$ cat config.mk
export PLATFORM = sky130hd
export DESIGN_NAME = bia_scan
export DESIGN_NICKNAME = d
export VERILOG_FILES = /design/src/hdl/bitmap_id_allocator_macros.svh /design/src/hdl/bia_pkg.sv /design/src/hdl/bia_scan.sv
export SDC_FILE = /design/constraint.sdc
export NUM_CORES = 1
export LEC_CHECK = 0
export BUFFER_PORTS_ARGS = -buffer_cell sky130_fd_sc_hd__buf_4
export CORE_MARGIN = 5
export CORE_UTILIZATION = 45
export DETAILED_ROUTE_END_ITERATION = 10
export GPL_TIMING_DRIVEN = 1
export MAX_ROUTING_LAYER = met4
export PLACE_DENSITY_LB_ADDON = 0.3
export SYNTH_ARGS = -nofsm -noshare
export SYNTH_HDL_FRONTEND = slang
export SYNTH_SLANG_ARGS = --single-unit
$ cat constraint.sdc
create_clock -name vclk -period 5.1
set_input_delay 0.255 -clock vclk [all_inputs]
set_output_delay 0.255 -clock vclk [all_outputs]
set_load 0.01 [all_outputs]
$ cat src/hdl/bitmap_id_allocator_macros.svh
// Assertion macros shared by the identifier allocator RTL.
`ifndef BITMAP_ID_ALLOCATOR_MACROS_SVH
`define BITMAP_ID_ALLOCATOR_MACROS_SVH

// A condition that must hold at every clock edge out of reset.
`define BIA_ASSERT_ALWAYS(lbl, cond, msg) \
    lbl: assert property (@(posedge i_clk) disable iff (!i_rst_n) (cond)) else $error(msg);

// A condition that must hold whenever the antecedent holds.
`define BIA_ASSERT_IMPL(lbl, ante, cons, msg) \
    lbl: assert property (@(posedge i_clk) disable iff (!i_rst_n) (ante) |-> (cons)) \
        else $error(msg);

// A condition that must hold in the cycle after the antecedent.
`define BIA_ASSERT_NEXT(lbl, ante, cons, msg) \
    lbl: assert property (@(posedge i_clk) disable iff (!i_rst_n) (ante) |=> (cons)) \
        else $error(msg);

`endif

$ cat src/hdl/bia_pkg.sv
// Package with the types and constants of the identifier allocator.
package bia_pkg;

    localparam int WORD_BITS = 32;
    localparam int OFF_BITS  = 5;
    localparam int ID_W      = 16;
    localparam int MODE_W    = 3;
    localparam int OUT_DATA_W = 24;

    typedef enum logic [MODE_W-1:0] {
        MODE_ALLOC     = 3'd0,
        MODE_RELEASE   = 3'd1,
        MODE_MARK      = 3'd2,
        MODE_QUERY     = 3'd3,
        MODE_CLEAR_ALL = 3'd4
    } t_mode;

    typedef enum logic [2:0] {
        ST_CLEAR,
        ST_IDLE,
        ST_READ,
        ST_EVAL,
        ST_DONE
    } t_state;

    typedef struct packed {
        logic                found;
        logic [OFF_BITS-1:0] idx;
    } t_scan_res;

endpackage

$ cat src/hdl/bia_scan.sv
// Search unit that finds the lowest free bit of a bitmap word at or above a start offset.
module bia_scan (
    input  logic [bia_pkg::WORD_BITS-1:0] i_word,
    input  logic [bia_pkg::OFF_BITS-1:0]  i_start,
    output bia_pkg::t_scan_res            o_res
);
    import bia_pkg::*;

    logic [WORD_BITS-1:0] below_mask;
    logic [WORD_BITS-1:0] free_bits;

    assign below_mask = (WORD_BITS'(1) << i_start) - WORD_BITS'(1);
    assign free_bits  = ~(i_word | below_mask);

    always_comb begin
        o_res.found = |free_bits;
        o_res.idx   = '0;
        for (int i = WORD_BITS - 1; i >= 0; i--) begin
            if (free_bits[i]) begin
                o_res.idx = OFF_BITS'(i);
            end
        end
    end

endmodule

==> flow_metrics.env <==
export IMPL_avgSynthCellArea_sq_um=6.669
export IMPL_post_cts_buffers=0
export IMPL_syn_instance_count=212
export IMPL_worst_path_max_fanout=34
export IMPL_startpoint_type="input pin"
export IMPL_remaining_drc_errors=0
export IMPL_ff_latch_area_sq_um=0
export IMPL_drv_slew=0
export IMPL_cts_hold_buf=0
export IMPL_p_sw_share_pct=54.80
export IMPL_vias_per_cell=6.394
export IMPL_die_h_um=66.05
export IMPL_wire_per_inst_um=16.33
export IMPL_power_switching_mw=0.08281
export IMPL_leakagePower_nw=0.6687
export IMPL_worst_pin_slew_ns=1.028
export IMPL_antenna_found_initial=0
export IMPL_p_per_area_mw_per_mm2=92.05
export IMPL_start_util_pct=46.69
export IMPL_outcome="completed"
export IMPL_synthesis_nets=250
export IMPL_layout_drive_gt1_share_pct=24.26
export IMPL_clockPowerShare_pct=0
export IMPL_fmax_mhz=261.5
export IMPL_finalSetupViolCount=0
export IMPL_rows=20
export IMPL_gp_congestion=0.9532
export IMPL_die_w_um=66.05
export IMPL_required_ns=4.85
export IMPL_synth_top_cell_area_share_pct=6.726
export IMPL_rsz0062_at_grt="false"
export IMPL_max_slew_margin_pct=31.44
export IMPL_cts_resized_gates=0
export IMPL_synth_top_cell_by_area="a21oi_1"
export IMPL_pwr_share_seq_pct=0
export IMPL_track_usage_pct=20.88
export IMPL_hold_violations=0
export IMPL_cp_end_kind="primary output"
export IMPL_critPathKind="in2out"
export IMPL_hpwl_mm=3.422
export IMPL_drt_initial_drc_count=210
export IMPL_p_int_mw=0.06829
export IMPL_ir_drop_uv=33.06
export IMPL_final_cell_mix="43 x buf_4, 19 x a21oi_1, 17 x nand2_1, 14 x o21ai_0, 13 x nor2_1"
export IMPL_seq_cells=0
export IMPL_finalSetupTns_ns=0
export IMPL_n_antenna_cell=0
export IMPL_ant_nets=0
export IMPL_netlist_area_sq_mm=0.001414
export IMPL_drv_cap=0
export IMPL_vias=1784
export IMPL_hold_path_class="in2out"
export IMPL_wl_mm=4.555
export IMPL_comb_power_share_pct=100.0
export IMPL_grt_pass1_wl_mm=7.314
export IMPL_period_needed_ns=3.824
export IMPL_mostFrequentLayoutCell="buf_4"
export IMPL_final_net_count=275
export IMPL_grt_max_degree=35
export IMPL_grt_overflow_total=0
export IMPL_die_area_sq_mm=0.004363
export IMPL_grt_pass1_vias=1596
export IMPL_synth_warnings=0
export IMPL_area_growth_pct=16.11
export IMPL_cp_arrival_ns=3.57
export IMPL_dr_pass1_iters=4
export IMPL_post_route_period_util_pct=74.97
export IMPL_placedCellCount=279
export IMPL_synthDistinctLibCells=67
export IMPL_coreArea_sq_mm=0.003028
export IMPL_fin_cells=279
export IMPL_n_clock_buffer=0
export IMPL_io_pins=43
export IMPL_synth_seq_area_share_pct=0
export IMPL_numPortBuffers=43
export IMPL_synthTopCellsByArea="a21oi_1 6.7%, buf_6 5.6%, o21ai_0 5.0%"
## worst max-delay path: stages
cell	delay, ns
buf_4	0.30
inv_1	0.28
nand4_1	0.17
ha_1	0.85
nor3_2	0.15
o211a_1	0.28
or3_1	0.33
a311o_1	0.34
a221oi_2	0.33
o21ai_1	0.12
buf_4	0.15
## power by group through the flow
stage,combinational [mW],clock (mW),sequential (mW)
2_1_floorplan,0.102,0,0
3_3_place_gp,0.147,0,0
3_5_place_dp,0.149,0,0
4_1_cts,0.149,0,0
5_1_grt,0.165,0,0
6_report,0.151,0,0
## Yosys cell counts (3+ instances only)
cell,instances
a21oi_1,19
nand2_1,17
o21ai_0,14
nor2_1,13
buf_2,9
a21o_1,8
nand3_1,8
buf_6,7
inv_1,7
o21a_1,7
nor3_1,6
a211oi_1,5
nand2b_1,5
a31oi_1,4
o21ai_1,4
o22ai_1,4
a211o_1,3
a221o_1,3
buf_4,3
nand4_1,3
nor3_2,3
o211a_1,3
o211ai_1,3
or3_1,3
## per-layer routing
| layer | track usage [%] | wire [um] | up-vias |
|---|---|---|---|
| met4 | 5.330 | 97 | 0 |
| met5 | - | 0 | - |
| met2 | 33.54 | 2125 | 77 |
| met1 | 28.73 | 2027 | 809 |
| li1 | - | - | 888 |
| met3 | 0.8503 | 304 | 10 |
## path summary, 6_finish.rpt
path              startpoint       end  slack (ns)  cells past startpoint
hold / removal     i_word[3]  o_res[0]        1.01                      5
setup / recovery  i_start[4]  o_res[0]        1.28                     11
## kinds of logic (layout without fill, tap and decap cells)
logic type,after synthesis,count (layout),synth area share (%)
AND/OR/NAND/NOR,79,79,32.30
adder cells (fa/ha/maj),1,1,0.8848
buffers and inverters,28,51,12.74
AO/OA/AOI/OAI,104,104,54.07
## layout make-up
class	instances	area [sq um]
fillers	323	1386
multi-input cells	184	1234
repair buffers	43	322.8
well taps	44	55.05
inverters	8	30.03
## through the flow
step | hold WS (ns) | utilization (%) | setup slack (ns) | cell area [sq um] | power (mW)
after floorplan | 0.7799 | - | 2.189 | 1414 | 0.1018
after global placement | 1.019 | 54.21 | 1.425 | 1642 | 0.1475
after detailed placement | 1.009 | 54.21 | 1.327 | 1642 | 0.1485
after CTS | 1.005 | 54.21 | 1.320 | 1642 | 0.1489
after global routing | 1.037 | 54.21 | 1.026 | 1642 | 0.1648
final | 1.007 | 54.21 | 1.276 | 1642 | 0.1511
(Power assumes the default switching activity.)
